==> config.mk <==
export PLATFORM = sky130hd
export DESIGN_NAME = tlik_cordic_cell
export DESIGN_NICKNAME = d
export VERILOG_FILES = /design/src/design/tlik_pkg.sv /design/src/design/tlik_cordic_cell.sv
export SDC_FILE = /design/constraint.sdc
export NUM_CORES = 1
export LEC_CHECK = 0
export BUFFER_PORTS_ARGS = -buffer_cell sky130_fd_sc_hd__buf_4
export CORE_MARGIN = 8
export CORE_UTILIZATION = 60
export DETAILED_ROUTE_END_ITERATION = 16
export PLACE_DENSITY = 0.85
export SYNTH_ARGS = -nofsm -noshare
export SYNTH_HDL_FRONTEND = slang
export SYNTH_SLANG_ARGS = --single-unit
==> constraint.sdc <==
create_clock -name clk -period 7 [get_ports clk]
set_input_delay 0.7 -clock clk [delete_from_list [all_inputs] [get_ports clk]]
set_output_delay 0.7 -clock clk [all_outputs]
set_load 0.01 [all_outputs]
==> src/design/tlik_pkg.sv <==
// ----------------------------------------------------------------------------
// tlik_pkg
// Shared types, widths and constants of the two-link arm inverse kinematics
// unit: square-root and CORDIC cell payloads and the arctangent table.
// ----------------------------------------------------------------------------
package tlik_pkg;

  localparam int XW      = 50;   // CORDIC x/y width
  localparam int ZW      = 27;   // angle accumulator width, 1/65536 degree
  localparam int VW      = 60;   // square-root radicand width
  localparam int QW      = 30;   // square-root result width
  localparam int RW      = 33;   // square-root remainder width
  localparam int TAB_LEN = 24;

  localparam logic signed [ZW-1:0] ANG90  = 27'sd5898240;
  localparam logic signed [ZW-1:0] ANG180 = 27'sd11796480;
  localparam logic signed [ZW:0]   ELBOW_MAX    = 28'sd46080;
  localparam logic signed [ZW:0]   SHOULDER_MIN = -28'sd46080;
  localparam logic signed [ZW:0]   SHOULDER_MAX = 28'sd69120;

  localparam logic [2:0] REG_BASE_X = 3'd0;
  localparam logic [2:0] REG_BASE_Y = 3'd1;
  localparam logic [2:0] REG_BASE_Z = 3'd2;
  localparam logic [2:0] REG_UPPER  = 3'd3;
  localparam logic [2:0] REG_FORE   = 3'd4;

  typedef struct packed {
    logic [VW-1:0] v;
    logic [RW-1:0] rem;
    logic [QW-1:0] q;
  } sqrt_t;

  typedef struct packed {
    logic signed [XW-1:0] x;
    logic signed [XW-1:0] y;
    logic signed [ZW-1:0] z;
  } cordic_t;

  typedef struct packed {
    logic ok;      // target within reach
    logic ezero;   // dy and dz both zero
  } flags_t;

  function automatic logic [21:0] atan_q16(input int i);
    logic [21:0] r;
    unique case (i)
      0:  r = 22'd2949120;
      1:  r = 22'd1740967;
      2:  r = 22'd919879;
      3:  r = 22'd466945;
      4:  r = 22'd234379;
      5:  r = 22'd117304;
      6:  r = 22'd58666;
      7:  r = 22'd29335;
      8:  r = 22'd14668;
      9:  r = 22'd7334;
      10: r = 22'd3667;
      11: r = 22'd1833;
      12: r = 22'd917;
      13: r = 22'd458;
      14: r = 22'd229;
      15: r = 22'd115;
      16: r = 22'd57;
      17: r = 22'd29;
      18: r = 22'd14;
      19: r = 22'd7;
      20: r = 22'd4;
      21: r = 22'd2;
      22: r = 22'd1;
      default: r = 22'd0;
    endcase
    return r;
  endfunction

endpackage

==> src/design/tlik_cordic_cell.sv <==
// ----------------------------------------------------------------------------
// tlik_cordic_cell
// One vectoring CORDIC micro-rotation with a fixed shift, registered.
// ----------------------------------------------------------------------------
module tlik_cordic_cell #(
  parameter int I = 0
) (
  input  logic             clk,
  input  logic             en,
  input  tlik_pkg::cordic_t d_i,
  output tlik_pkg::cordic_t d_r
);
  import tlik_pkg::*;

  localparam logic signed [ZW-1:0] STEP = ZW'(atan_q16(I));

  logic signed [XW-1:0] xs;
  logic signed [XW-1:0] ys;
  cordic_t              d_nxt;

  always_comb begin
    xs = d_i.x >>> I;
    ys = d_i.y >>> I;
    if (!d_i.y[XW-1]) begin
      d_nxt.x = d_i.x + ys;
      d_nxt.y = d_i.y - xs;
      d_nxt.z = d_i.z + STEP;
    end else begin
      d_nxt.x = d_i.x - ys;
      d_nxt.y = d_i.y + xs;
      d_nxt.z = d_i.z - STEP;
    end
  end

  always_ff @(posedge clk) begin
    if (en) begin
      d_r <= d_nxt;
    end
  end

endmodule

# Yosys cells after proc, flatten, opt, wreduce, memory -nomap -nowiden
# Index checks and enable logic that the tools add are counted.
[totals]
output_inout_bits = 127
ff_bits = 127
[op_classes]
addsub = 5
muxes = 1
[ops]
columns = ["operator", "n"]
rows = [
  ["$mux 127", 1],
  ["$sub 50x50->50", 2],
  ["$add 50x50->50", 1],
  ["$add 27x23->27 const B", 1],
  ["$sub 27x23->27 const B", 1],
]

# Depth between registers and ports, before layout
[depth]
depth_word = 2
depth_mapped = 13
ltp_nobuf = 12

# Worst setup path before layout
# No wires, ideal clock.
[synth_path]
path_kind = "input-to-reg"
startpoint = "input d_i[76] (netlist name)"
endpoint = "register d_r[26] (netlist name), data pin"
t_required_ps = 6727
slack_ps = 3739
setup_time_ps = 273
path_buffers = 2
arrival_ps = 2988
cell_stages = 13
path_cell_list = "inv_1 -> clkbuf_1 -> buf_1 -> ha_1 -> nor2b_1 -> o21ai_0 -> a21boi_0 -> o21ai_0 -> a21boi_0 -> o21ai_0 -> a21boi_0 -> nor4_1 -> a311oi_1"
[synth_rtl]
columns = ["element", "line", "rtl"]
rows = [
  ["start, declared", "tlik_cordic_cell.sv:10", "input tlik_pkg::cordic_t d_i,"],
  ["end signal, assigned", "tlik_cordic_cell.sv:37", "d_r <= d_nxt;"],
  ["end, declared", "tlik_cordic_cell.sv:11", "output tlik_pkg::cordic_t d_r"],
]

==> results.md <==
* Worst setup margin at around 3000 ps
* DR DRC count at 0
* Synth Area per Inst at 8.393 µm²
* Clk sinks at ~130
* H-tree Lvls at 4
* I/O Pins at around 260
* Pre-CTS setup slack at between 2000 and 3000 ps
* DR top layer: met4
* Worst hold path class: input pin to flop
* Synth Net Count at 1945
* Chip width at 167.5 µm
* Cell count after placement at 2109
* Crit path max fanout at 15
* Max Slew Vio Count at 0
* Initial DRT Pass Iterations at 6
* Synth cell types at 92
* Synth Instances at 1640
* Slew HR at 0.2838
* Outcome: complete, no violations
* Part of the cycle the worst path needs at 0.5739
* Cell taking the most area after synthesis: edfxtp_1
* Leak pwr at 0.007264 µW
* Synth Area in Compound Gates at 0.2675
* Hold Violations, Final at 0
* Via density at 6.630
* Detailed Route WL at ~50000 µm
* Seq cells post-synth at about 130
* Post-synth ARST share at 0
* Period minus WS final at 4017 ps
* Synth area leaders: edfxtp_1 27%, ha_1 16%, a21oi_1 8.3%
* Synth Area in XOR/XNOR at 0.06427
* Row count at 55
* Commonest non-fill, non-tap cell in the layout: buf_4
* First-pass GRT wire length at 76920 µm
* Core area at 22570 µm²
* Unrepaired setup endpoints after global routing: false
* DR iter-0 viols at between 1500 and 2000
* Met2 routed WL at 23270 µm
* Fmax at about 250 MHz
* Seq/Total Area, Yosys at 0.2749
* Main combinational cell family by area after synthesis: compound AO/OA/AOI/OAI gates
* Total power at 3295 µW
* Post-Synth Simple-Gate Area at 0.1376
* Final Setup Violations at 0
* IO Port Bufs at 255
* CP endpoint kind: flop
* Worst setup path class: input pin to flop
* Area Growth Syn to Fin at 18.43%
* Worst-Margin Slew at around 1000 ps
* Net count, final at 2148
* Vias in the first global route at 13790
* Total track usage at 0.3434
* Most frequent cells in the layout: 258 x buf_4, 229 x a21oi_1, 172 x ha_1
* Finished Layout Cells at 2142
* Initial antenna violation count at 1
* Largest register FFs at 126
* Worst setup SP type: input pin
* DP Wirelength at 39880 µm
* RePlAce Congestion at 1.031
* TritonCTS clock tree: built
* Number of enable flip-flop cells after synthesis at 126
* Max-cap violations at 0
* Cell Area, Synth at between 10000 and 15000 µm²
* Largest registers in the final layout: d_r x126
* Setup TNS Final at 0 ps
* Met3 wire len at 5380 µm
* Share of layout cells above drive strength 1 at 0.1762
* Synth Area in Adders at 0.1622
* CTS buffer count at 17
* Die height at 167.5 µm
* Largest Register: d_r
* VDD IR-drop max at 162.0 µV
* Worst EP required at 7160 ps
* Hold WS at 435.1 ps
* WL met1 at approximately 20000 µm
* Hold Buf Count CTS at 0
* Cts repair resizes at 0
* Largest net degree at the start of global routing at 81
* Clock Pin Slew Worst Setup and Hold Paths at ~70 ps
* Yosys top cell area share at 0.2749
* DR vias at 14200
* Starting Density at 0.6098
* Die Area at 28040 µm²
* Mux cell area share after synthesis at 0.02118
* Post-CTS setup buffer count at 0
* Top FF cell, synth: edfxtp_1
* Clock buffer depth at 2
* Antenna-violating nets left at 0
* Global route total overflow at 0
* Ys Warns at 0
* Clock Tree Root: clkbuf_16
* Routed WL per cell at 23.52 µm
* CP arrival at 4180 ps
* PD cells at 202.1 nW/µm²
==> synthesized netlist by cell type (all sizes together), types with 8 or more instances <==
cell type,count
a2111oi,11
a211oi,12
a21boi,10
a21o,37
a21oi,231
a31oi,8
and2,11
buf,42
clkbuf,32
edfxtp,126
ha,172
inv,165
mux2i,28
nand2,88
nand2b,12
nand3,24
nand4,28
nor2,115
nor2b,16
nor3,36
nor4,19
o211ai,14
o21a,16
o21ai,107
o21bai,34
o31ai,29
or3,10
xnor2,95
==> worst max-delay path, stage by stage <==
cell and delay [ps]:
buf_4 90, inv_1 60, ha_1 630, nand2_1 260, or3_1 490, or4_1 470, a211oi_1 450, or3_4 310
nor2_1 60, nor4_1 300, o32ai_1 140, xnor2_1 190
==> report_power, final <==
part           leakage (µW)  switching, µW  total, µW  internal, µW
Combinational       0.00574            807       1330           520
Clock              0.000287            449        929           480
Sequential          0.00123           43.8       1040           995
Total               0.00726           1300       3290          2000
==> logic make-up after synthesis <==
kind of cell             count (synthesis)
multiplexers                            29
flip-flops                             126
AO/OA/AOI/OAI                          576
buffers and inverters                  246
adder cells (fa/ha/maj)                176
XOR/XNOR                               101
AND/OR/NAND/NOR                        386
==> cell type report <==
class,instances,area [µm²]
fillers,1735,6271
diodes,1,2.502
well taps,285,356.6
clock buffers,17,425.4
repair buffers,258,1937
flip-flops and latches,126,3784
clock inverters,15,165.2
inverters,172,645.6
multi-input cells,1268,8985
==> final timing paths <==
path    start        to  slack (ps)  depth (start not counted)
max   d_i[54]  d_r[120]        2980                         12
min    d_i[4]    d_r[4]         440                          1
==> per-stage QoR <==
stage / utilization / instance area (µm²)
floorplan: - / 13760
global placement: 0.6959 / 15710
detailed placement: 0.6959 / 15710
CTS: 0.7221 / 16300
global route: 0.7222 / 16300
finish: 0.7222 / 16300
==> metal layers <==
metal | vias up | track usage
li1 | 6327 | -
met1 | 6703 | 0.4286
met2 | 1011 | 0.5576
met3 | 161 | 0.09076
met4 | 0 | 0.1378
met5 | - | 0
Power figures use the tool's default switching activity.
