## config.mk

```make
export PLATFORM = sky130hd
export DESIGN_NAME = tlik_sqrt_cell
export DESIGN_NICKNAME = d
export VERILOG_FILES = /design/src/design/tlik_pkg.sv /design/src/design/tlik_sqrt_cell.sv
export SDC_FILE = /design/constraint.sdc
export NUM_CORES = 1
export LEC_CHECK = 0
export CAP_MARGIN = 20
export CORE_MARGIN = 2
export CORE_UTILIZATION = 59
export CTS_BUF_LIST = sky130_fd_sc_hd__clkbuf_8
export DETAILED_ROUTE_END_ITERATION = 8
export DONT_BUFFER_PORTS = 1
export HOLD_SLACK_MARGIN = 0.06
export PLACE_DENSITY = 0.85
export SLEW_MARGIN = 20
export SYNTH_ARGS = -nofsm -noshare
export SYNTH_HDL_FRONTEND = slang
export SYNTH_SLANG_ARGS = --single-unit
```

## constraint.sdc

```tcl
create_clock -name clk -period 3.6 [get_ports clk]
set_clock_uncertainty 0.15 [all_clocks]
set_input_delay 0.36 -clock clk [delete_from_list [all_inputs] [get_ports clk]]
set_output_delay 0.36 -clock clk [all_outputs]
set_load 0.1 [all_outputs]
```

## src/design/tlik_pkg.sv

```systemverilog
// ----------------------------------------------------------------------------
// tlik_pkg
// Shared types, widths and constants of the two-link arm inverse kinematics
// unit: square-root and CORDIC cell payloads and the arctangent table.
// ----------------------------------------------------------------------------
package tlik_pkg;

  localparam int XW      = 50;   // CORDIC x/y width
  localparam int ZW      = 27;   // angle accumulator width, 1/65536 degree
  localparam int VW      = 60;   // square-root radicand width
  localparam int QW      = 30;   // square-root result width
  localparam int RW      = 33;   // square-root remainder width
  localparam int TAB_LEN = 24;

  localparam logic signed [ZW-1:0] ANG90  = 27'sd5898240;
  localparam logic signed [ZW-1:0] ANG180 = 27'sd11796480;
  localparam logic signed [ZW:0]   ELBOW_MAX    = 28'sd46080;
  localparam logic signed [ZW:0]   SHOULDER_MIN = -28'sd46080;
  localparam logic signed [ZW:0]   SHOULDER_MAX = 28'sd69120;

  localparam logic [2:0] REG_BASE_X = 3'd0;
  localparam logic [2:0] REG_BASE_Y = 3'd1;
  localparam logic [2:0] REG_BASE_Z = 3'd2;
  localparam logic [2:0] REG_UPPER  = 3'd3;
  localparam logic [2:0] REG_FORE   = 3'd4;

  typedef struct packed {
    logic [VW-1:0] v;
    logic [RW-1:0] rem;
    logic [QW-1:0] q;
  } sqrt_t;

  typedef struct packed {
    logic signed [XW-1:0] x;
    logic signed [XW-1:0] y;
    logic signed [ZW-1:0] z;
  } cordic_t;

  typedef struct packed {
    logic ok;      // target within reach
    logic ezero;   // dy and dz both zero
  } flags_t;

  function automatic logic [21:0] atan_q16(input int i);
    logic [21:0] r;
    unique case (i)
      0:  r = 22'd2949120;
      1:  r = 22'd1740967;
      2:  r = 22'd919879;
      3:  r = 22'd466945;
      4:  r = 22'd234379;
      5:  r = 22'd117304;
      6:  r = 22'd58666;
      7:  r = 22'd29335;
      8:  r = 22'd14668;
      9:  r = 22'd7334;
      10: r = 22'd3667;
      11: r = 22'd1833;
      12: r = 22'd917;
      13: r = 22'd458;
      14: r = 22'd229;
      15: r = 22'd115;
      16: r = 22'd57;
      17: r = 22'd29;
      18: r = 22'd14;
      19: r = 22'd7;
      20: r = 22'd4;
      21: r = 22'd2;
      22: r = 22'd1;
      default: r = 22'd0;
    endcase
    return r;
  endfunction

endpackage

```

## src/design/tlik_sqrt_cell.sv

```systemverilog
// ----------------------------------------------------------------------------
// tlik_sqrt_cell
// One digit of a restoring integer square root: brings down two radicand
// bits, tries the next result bit and registers the partial result.
// ----------------------------------------------------------------------------
module tlik_sqrt_cell #(
  parameter int BIT = 29
) (
  input  logic           clk,
  input  logic           en,
  input  tlik_pkg::sqrt_t d_i,
  output tlik_pkg::sqrt_t d_r
);
  import tlik_pkg::*;

  logic [RW-1:0] rem_sh;
  logic [RW-1:0] trial;
  logic          ge;
  sqrt_t         d_nxt;

  always_comb begin
    rem_sh    = {d_i.rem[RW-3:0], d_i.v[2*BIT+1 -: 2]};
    trial     = {1'b0, d_i.q, 2'b01};
    ge        = (rem_sh >= trial);
    d_nxt.v   = d_i.v;
    d_nxt.rem = ge ? (rem_sh - trial) : rem_sh;
    d_nxt.q   = {d_i.q[QW-2:0], ge};
  end

  always_ff @(posedge clk) begin
    if (en) begin
      d_r <= d_nxt;
    end
  end

endmodule

```

Word-level counts from Yosys, hierarchy flattened
Cells that the tools add are included.

operators by class
  add/subtract/negate cells = 1
  magnitude comparators = 1
  muxes and demuxes = 1

operators with widths
  kind                                          number
  greater-or-equal comparator 33 x 32 -> 1 bit  1
  2-to-1 mux 33 bit                             1
  subtractor 33 x 32 -> 33 bit                  1

word-level totals
  flip-flop bits (word level) = 123
  input port bits = 125
  output and inout port bits = 123

Logic depth before layout (Yosys ltp)
Gate-level depths: netlist (run 1).

  depth in word-level cells = 2
  gate-level depth with buffers = 13

Least setup slack after synthesis (run 1)
Ideal clock, no wire load.

  kind = input-to-reg
  from = input port d_i[28] in the netlist's numbering
  to = register d_r[47] in the netlist's numbering, data pin
  setup time = 0.262 ns
  arrival = 2.235 ns
  data required time = 3.188 ns
  slack = 0.953 ns
  cell stages on the path = 11
  buffers on the path = 1
  cell sequence = inv_1 -> ha_1 -> buf_6 -> and3_4 -> and2_1 -> nand3_1 -> nor4_1 -> a211o_1 -> a221oi_4 -> inv_2 -> mux2_1

RTL lines
  element               RTL line              RTL
  from (decl)           tlik_sqrt_cell.sv:11  input tlik_pkg::sqrt_t d_i,
  to (signal assigned)  tlik_sqrt_cell.sv:32  d_r <= d_nxt;
  to (decl)             tlik_sqrt_cell.sv:12  output tlik_pkg::sqrt_t d_r

==> flow_summary.ini, run 1 <==
[outcome]
status = finished with violations
violations = negative hold slack

[finish]
antenna_cells = 0
fillers = 557
drive_gt1_share_pct = 5.960
fin_util_pct = 77.77
nNetsFinal = 748
final_cells = 737
synthToLayoutAreaGrowth_pct = 28.38
reg_top3 = d_r: 123 flops
largest_reg_flops = 123
regMostFlops = d_r

[min_path]
min_delay_path_depth = 0
min_path_type = primary input to flip-flop
min_from = en
min_delay_worst_endpoint = d_r[58]

[routing]
initialDrtViolationCount = 394
routed_wl_microns = 17860
via_count = 4569
drtAntennaViolNets = 0
firstDrtPassIters = 5
viasPerCell = 6.199
wl_per_cell_microns = 24.24
route.detailed.drc = 0

[global_route]
grt_pass1_wl_microns = 26780
first_global_vias = 4573
grt_max_degree = 124
antenna_found_initial = 0
gr-total-overflow = 0
grt_use_total_pct = 33.15

[floorplan]
start_util_pct = 60.57
rows = 36
core_area_sq_um = 9774
die_x_microns = 104.2
fp.dieH_microns = 104.2
design.die.area_sq_um = 10850
io_pins = 248

[critical_path]
crit_arrival_ns = 2.90
timing_worst_setup_path_type = primary input to flip-flop
cp-end-kind = flip-flop
critical_path.max_fanout = 54
crit_path_start_kind = primary input
cp.required_ns = 3.61

[pwr]
vdd_ir_drop_max_mv = 0.3189
cellInternalPower_w = 0.002691
p_seq_share_pct = 61.5
power.density_nw_per_um2 = 612.9
leakage_nw = 2.967
p_sw_share_pct = 42.23
p_clk_share_pct = 26.6
pwr-share-comb_pct = 12.0
power_switching_w = 0.001967

[logic_synthesis]
synth-seq-cells = 123
synth_fp_nets = 620
yosysSeqAreaShare_pct = 62.38
avgSynthCellArea_sq_um = 12.79
yosys_warnings = 0
synth_flop_cell = edfxtp_1
syn_area_sq_um = 5921
synthTopCellsByArea = edfxtp_1 62%, ha_1 6.8%, nand2_1 2.5%
synthMostInstantiatedCell = edfxtp_1
synth_edf_count = 123
async_flop_share_pct = 0
synth_area_leader_cell = edfxtp_1
yosys.area.top_type_share_pct = 62.38
synthTopCellsByCount = 123 x edfxtp_1, 40 x nand2_1, 39 x inv_1
synthCells = 463
synth.distinct_cells = 53

[cts]
clkSinkCount = 123
hold_buffers = 119
clk_pin_slew_ns = 0.08
cts_tree = built
cts_htree_levels = 4
cts.path.max_buffers = 2
cts-buffers-inserted = 17
clk_root_buffer_cell = clkbuf_8
postCtsResizedCells = 0
cts_setup_buffers = 0

[timing]
post-route-min-period_ns = 2.891
setup_tns_ns = 0
rsz0062_at_grt = false
fmax_mhz = 345.9
hold_viol = 39
slew_headroom_pct = 33.79
fin_crit_sh_pct = 80.30
drv_slew = 0
worst_slack_ns = 0.7092
holdWs_ns = -0.1077
worst-slew-pin-transition_ns = 0.9952
setup_viol_count_final = 0

[placed_design]
dp_slack_ns = 0.4875
io_buffer_count = 0
hpwlAfterDp_microns = 10010
routabilityCongestion = 0.8569
dp.cells = 586

[flow_run]
max-cap-violations = 0
==> cell families (layout without fill, tap and decap cells) <==
family                   Yosys count  count (layout)  share of synthesized area [%]
multiplexers                       4               4                         0.6974
XOR/XNOR                          25              25                          3.698
AO/OA/AOI/OAI                    128             128                          13.99
buffers and inverters             51             192                          3.994
flip-flops                       123             123                          62.38
adder cells (fa/ha/maj)           32              32                          6.762
AND/OR/NAND/NOR                  100             100                          8.474
==> power by group through the flow <==
stage | clock (W) | combinational (W) | sequential, W
after global placement | 0 | 0.000395 | 0.00288
after detailed placement | 0 | 0.000412 | 0.00288
after floorplan | 0 | 0.000342 | 0.00285
after CTS | 0.00121 | 0.000524 | 0.00286
after global routing | 0.00130 | 0.000604 | 0.00287
final | 0.00124 | 0.000557 | 0.00286
==> layout make-up <==
cell class | count | area [sq um] | area share, %
Timing Repair Buffer | 120 | 1211 | 15.93
Sequential cell | 123 | 3694 | 48.59
Clock buffer | 17 | 234.0 | 3.078
Clock inverter | 15 | 155.1 | 2.041
Multi-Input combinational cell | 289 | 1991 | 26.19
Tap cell | 133 | 166.4 | 2.189
Inverter | 40 | 150.1 | 1.975
==> per-layer routing <==
metal	wire (microns)	global-route usage (%)	vias up
li1	-	-	1993
met1	6175	36.03	2151
met2	9254	58.27	360
met3	1794	11.90	65
met4	638	14.48	0
met5	0	0	-
==> critical path, stage by stage <==
cell and delay [ns]:
inv_1 0.02, ha_1 0.38, a21o_1 0.24, a21oi_1 0.30, nand4b_1 0.17, o21ai_1 0.22, o21ai_2 0.15, a221oi_4 0.51
buf_12 0.28, o21ai_0 0.19
==> how the worst max path moves through the flow <==
stage               slack [ns]      end     from
global route              0.57  d_r[37]   d_i[8]
detailed placement        0.49  d_r[34]   d_i[1]
floorplan                 0.95  d_r[47]  d_i[28]
global placement          0.55  d_r[35]   d_i[8]
finish                    0.71  d_r[37]   d_i[8]
CTS                       0.91  d_r[34]   d_i[8]
==> through the flow <==
| step | instance area [sq um] | total power [W] | hold WS, ns |
|---|---|---|---|
| after floorplan | 5921 | 0.003189 | 0.3089 |
| after global placement | 6021 | 0.003273 | 0.3089 |
| after detailed placement | 6021 | 0.003294 | 0.3089 |
| after CTS | 7601 | 0.004595 | -0.1312 |
| after global routing | 7601 | 0.004770 | -0.1276 |
| final | 7601 | 0.004658 | -0.1077 |
==> cells in the final DEF (no fill, tap or decap), types with 11 or more instances in the layout <==
cell and n:
a21oi_1 25, clkbuf_8 17, nand2_1 40, o21ai_0 23, edfxtp_1 123, inv_1 39, dlygate4sd3_1 119, ha_1 32
nor2_1 12, o21ai_1 18, xnor2_1 11, a21o_1 15, xor2_1 14
No activity file was read; power rests on OpenSTA's default activity.
==> inputs of run 2 (changes only) <==
- clock period: 3.6 -> 3 ns (I/O delays scaled with it)
==> run 2 against run 1 <==
  * Critical endpoint is now d_r[50]
  * Worst setup slack lost 0.50 ns
  * Via count decreased by 1.6%
  * The run still ends with negative hold slack left
  * Critical path type unchanged
  * Sequential power rose by 20%
  * Combinational power grew 22%
==> flow_summary.ini, run 2 (synthesis results as in run 1) <==
[routing]
routed_wl_microns = 17470
initialDrtViolationCount = 482
route.detailed.drc = 0
viasPerCell = 6.005
firstDrtPassIters = 7
via_count = 4498
drtAntennaViolNets = 0
wl_per_cell_microns = 23.32

[min_path]
min_path_type = primary input to flip-flop
min_delay_path_depth = 0
min_from = en
min_delay_worst_endpoint = d_r[4]

[pwr]
p_clk_share_pct = 27.8
power_switching_w = 0.002359
p_seq_share_pct = 60.3
cellInternalPower_w = 0.003331
totalPowerFinal_w = 0.005690
p_sw_share_pct = 41.47
vdd_ir_drop_max_mv = 0.3764
power.density_nw_per_um2 = 738.3
leakage_nw = 3.045
pwr-share-comb_pct = 12.0

[floorplan]
core_area_sq_um = 9774
die_x_microns = 104.2
start_util_pct = 60.57
fp.dieH_microns = 104.2
design.die.area_sq_um = 10850
io_pins = 248
rows = 36

[global_route]
grt_util_met1_pct = 35.60
first_global_vias = 4541
grt_max_degree = 124
grt_busiest_layer = met2
use_met2_pct = 56.67
grtUsageMet3_pct = 9.837
antenna_found_initial = 0
grt_use_total_pct = 32.08
grt_pass1_wl_microns = 25980
gr-total-overflow = 0

[timing]
worst-slew-pin-transition_ns = 0.9876
rsz0062_at_grt = false
setup_viol_count_final = 0
drv_slew = 0
holdWs_ns = -0.1765
slew_headroom_pct = 34.30
setup_tns_ns = 0
fin_crit_sh_pct = 92.97
hold_viol = 123
post-route-min-period_ns = 2.789
fmax_mhz = 358.5

[critical_path]
crit_path_start_kind = primary input
critical_path.max_fanout = 3
cp.required_ns = 3.04
crit_arrival_ns = 2.82
timing_worst_setup_path_type = primary input to flip-flop
crit_start = d_i[122]
cp-end-kind = flip-flop

[finish]
nNetsFinal = 760
mostFrequentLayoutCells = 123 x edfxtp_1, 120 x dlygate4sd3_1, 42 x inv_1
layout.cells.most_common = edfxtp_1
synthToLayoutAreaGrowth_pct = 30.18
reg_top3 = d_r: 123 flops
antenna_cells = 0
drive_gt1_share_pct = 7.630
largest_reg_flops = 123
final_cells = 749
regMostFlops = d_r

[cts]
clk_pin_slew_ns = 0.08
clk_root_buffer_cell = clkbuf_8
cts.path.max_buffers = 2
cts-buffers-inserted = 17
cts_htree_levels = 4
clkSinkCount = 123
cts_tree = built
hold_buffers = 120

[placed_design]
routabilityCongestion = 0.8311
hpwlAfterDp_microns = 10290
io_buffer_count = 0
dp.cells = 597

[flow_run]
max-cap-violations = 0

[outcome]
violations = negative hold slack
status = finished with violations
## run 2: how the worst max path moves through the flow
| stage | depth (start not counted) | end | slack, ns |
|---|---|---|---|
| floorplan | 11 | d_r[47] | 0.41 |
| global placement | 10 | d_r[45] | 0.16 |
| detailed placement | 10 | d_r[44] | 0.06 |
| CTS | 11 | d_r[60] | 0.25 |
| global route | 11 | d_r[40] | 0.02 |
| finish | 11 | d_r[50] | 0.21 |
## run 2: power groups by stage
stage | Combinational, W | Clock [W] | Sequential, W
2_1_floorplan | 0.000410 | 0 | 0.00342
3_3_place_gp | 0.000493 | 0 | 0.00345
3_5_place_dp | 0.000511 | 0 | 0.00346
4_1_cts | 0.000646 | 0.00154 | 0.00343
5_1_grt | 0.000737 | 0.00166 | 0.00344
6_report | 0.000680 | 0.00158 | 0.00343
## run 2: what timing repair did
action / 4_1_cts / 5_1_grt
hold endpoints to repair: 245 / 123
gates resized for setup: 0 / 2
endpoints found under the setup margin: 0 / 2
setup buffers: 0 / 0
## run 2: layout make-up
type | instances | area, sq um
Tap cell | 133 | 166.4
Timing Repair Buffer | 132 | 1291
Clock inverter | 15 | 181.4
Fill cell | 548 | 2067
Sequential cell | 123 | 3694
Inverter | 40 | 150.1
Multi-Input combinational cell | 289 | 1991
Clock buffer | 17 | 234.0
## run 2: stage by stage
step                      hold slack (ns)  instance area [sq um]  worst slack [ns]  util [%]
after global placement             0.2489                   6091            0.1613     62.31
after detailed placement           0.2489                   6091           0.05769     62.31
after floorplan                    0.2489                   5921            0.4134         -
final                             -0.1765                   7707            0.2108     78.85
after CTS                         -0.1827                   7707            0.2509     78.85
after global routing              -0.1942                   7707           0.02330     78.85
## run 2: worst max-delay path, cell delays in order
cell           delay, ns
dlygate4sd3_1       0.55
inv_1               0.07
ha_1                0.21
nor2b_1             0.18
o2111ai_1           0.20
a211oi_2            0.34
nor2_1              0.09
o31a_1              0.31
o21ai_0             0.31
xnor2_1             0.19
o21ai_2             0.08
## run 2: routing by layer
layer	part of all wire, %	wire length [microns]	up-vias
met5	0	0	-
met4	3.6	621	0
met3	9.0	1577	51
met2	52	9093	313
met1	35	6176	2118
li1	-	-	2016
==> inputs of run 3 (changes only) <==
- CTS_BUF_LIST: sky130_fd_sc_hd__clkbuf_8 -> sky130_fd_sc_hd__clkbuf_16
==> run 3 against run 2 <==
  * The flow still finishes with violations (negative hold slack)
  * Final area up 2.5%
  * Maximum frequency down 3.6%
  * Via count rose by 3.9%
  * Critical endpoint unchanged
  * Sequential cell count unchanged
  * Wire length is 5.7% higher
  * Highest routed layer is now met5
  * Utilization grew 2.0 points
  * Total power grew 10%
==> flow_summary.ini, run 3 (synthesis results as in run 1) <==
[outcome]
status = finished with violations
violations = negative hold slack

[global_route]
antenna_found_initial = 1
grt_use_total_pct = 33.88
gr-total-overflow = 0
first_global_vias = 4665
grt_max_degree = 124
grt_pass1_wl_microns = 27410

[routing]
initialDrtViolationCount = 561
via_count = 4673
route.detailed.drc = 0
viasPerCell = 6.239
drtAntennaViolNets = 0
firstDrtPassIters = 6
wl_per_cell_microns = 24.66
routed_wl_microns = 18470

[finish]
fin_util_pct = 80.81
drive_gt1_share_pct = 7.630
reg_top3 = d_r: 123 flops
final_cells = 749
largest_reg_flops = 123
regMostFlops = d_r
nNetsFinal = 760
synthToLayoutAreaGrowth_pct = 33.41
layout.cells.most_common = edfxtp_1
antenna_cells = 0
mostFrequentLayoutCells = 123 x edfxtp_1, 120 x dlygate4sd3_1, 42 x inv_1

[cts]
hold_buffers = 120
cts_htree_levels = 4
cts_tree = built
cts-buffers-inserted = 17
clkSinkCount = 123
clk_pin_slew_ns = 0.06
clk_root_buffer_cell = clkbuf_16
cts.path.max_buffers = 2

[critical_path]
crit_path_start_kind = primary input
crit_arrival_ns = 2.90
timing_worst_setup_path_type = primary input to flip-flop
cp.required_ns = 3.00
critical_path.max_fanout = 3
critPathCapture = d_r[50]
cp-end-kind = flip-flop
crit_start = d_i[122]

[placed_design]
routabilityCongestion = 0.8311
dp.cells = 597
io_buffer_count = 0
hpwlAfterDp_microns = 10290

[pwr]
power.density_nw_per_um2 = 793.7
leakage_nw = 3.133
vdd_ir_drop_max_mv = 0.4519

[timing]
worst-slew-pin-transition_ns = 1.008
hold_viol = 96
rsz0062_at_grt = false
holdWs_ns = -0.1476
setup_viol_count_final = 0
slew_headroom_pct = 32.96
fmax_mhz = 345.5
fin_crit_sh_pct = 96.49
post-route-min-period_ns = 2.895
setup_tns_ns = 0
drv_slew = 0

[floorplan]
rows = 36
io_pins = 248
start_util_pct = 60.57
design.die.area_sq_um = 10850
core_area_sq_um = 9774
die_x_microns = 104.2
fp.dieH_microns = 104.2

[flow_run]
max-cap-violations = 0

[min_path]
min_path_type = primary input to flip-flop
## run 3: cell types whose count changed in the layout (fill, tap and decap cells not counted)
cell | previous run | this run
o21ai_0 | 21 | 22
clkbuf_16 | 0 | 17
clkbuf_8 | 17 | 0
o21ai_1 | 20 | 19
## run 3: per-stage QoR
step	area, sq um	hold WS (ns)	setup WS (ns)	power, W
global placement	6091	0.2489	0.1613	0.003946
global route	7899	-0.1599	0.002629	0.006409
floorplan	5921	0.2489	0.4134	0.003827
finish	7899	-0.1476	0.1054	0.006269
detailed placement	6091	0.2489	0.05769	0.003970
CTS	7899	-0.1504	0.2112	0.006178
## run 3: where the power goes
group          internal (W)  leakage (nW)  total (W)  switching, W
clock network       0.00137         0.302    0.00214      0.000762
logic              0.000326          1.63   0.000692      0.000367
registers           0.00212          1.20    0.00344       0.00132
## run 3: routing by layer
layer / global-route usage (%) / share of wire, % / vias up
met4: 11.68 / 3.6 / 2
met3: 12.03 / 12 / 63
met2: 60.67 / 52 / 396
li1: - / - / 2017
met1: 37.29 / 33 / 2195
met5: 0 / 0.070 / -
## run 3: area by class of cell
type / instances / area [sq um]
Sequential cell: 123 / 3694
Inverter: 40 / 150.1
Multi-Input combinational cell: 289 / 1991
Clock buffer: 17 / 425.4
Clock inverter: 15 / 181.4
Tap cell: 133 / 166.4
Timing Repair Buffer: 132 / 1291
Fill cell: 525 / 1876
## run 3: critical path: stages
cell,delay [ns]
dlygate4sd3_1,0.55
inv_1,0.07
ha_1,0.21
nor2b_1,0.20
o2111ai_1,0.21
a211oi_2,0.36
nor2_1,0.10
o31a_1,0.32
o21ai_0,0.32
xnor2_1,0.19
o21ai_2,0.07
## run 3: worst min-delay path by stage
| stage | slack [ns] | depth (start not counted) | endpoint | start |
|---|---|---|---|---|
| 2_1_floorplan | 0.25 | 0 | d_r[100] | d_i[100] |
| 4_1_cts | -0.15 | 0 | d_r[61] | en |
| 5_1_grt | -0.16 | 0 | d_r[4] | en |
| 6_report | -0.15 | 0 | d_r[4] | en |
| 3_5_place_dp | 0.25 | 0 | d_r[81] | d_i[81] |
| 3_3_place_gp | 0.25 | 0 | d_r[90] | d_i[90] |
## run 3: timing repair
action | CTS | global route
setup buffers | 0 | 0
gates resized for setup | 0 | 1
setup endpoints to repair | 0 | 1
endpoints found under the hold margin | 245 | 123
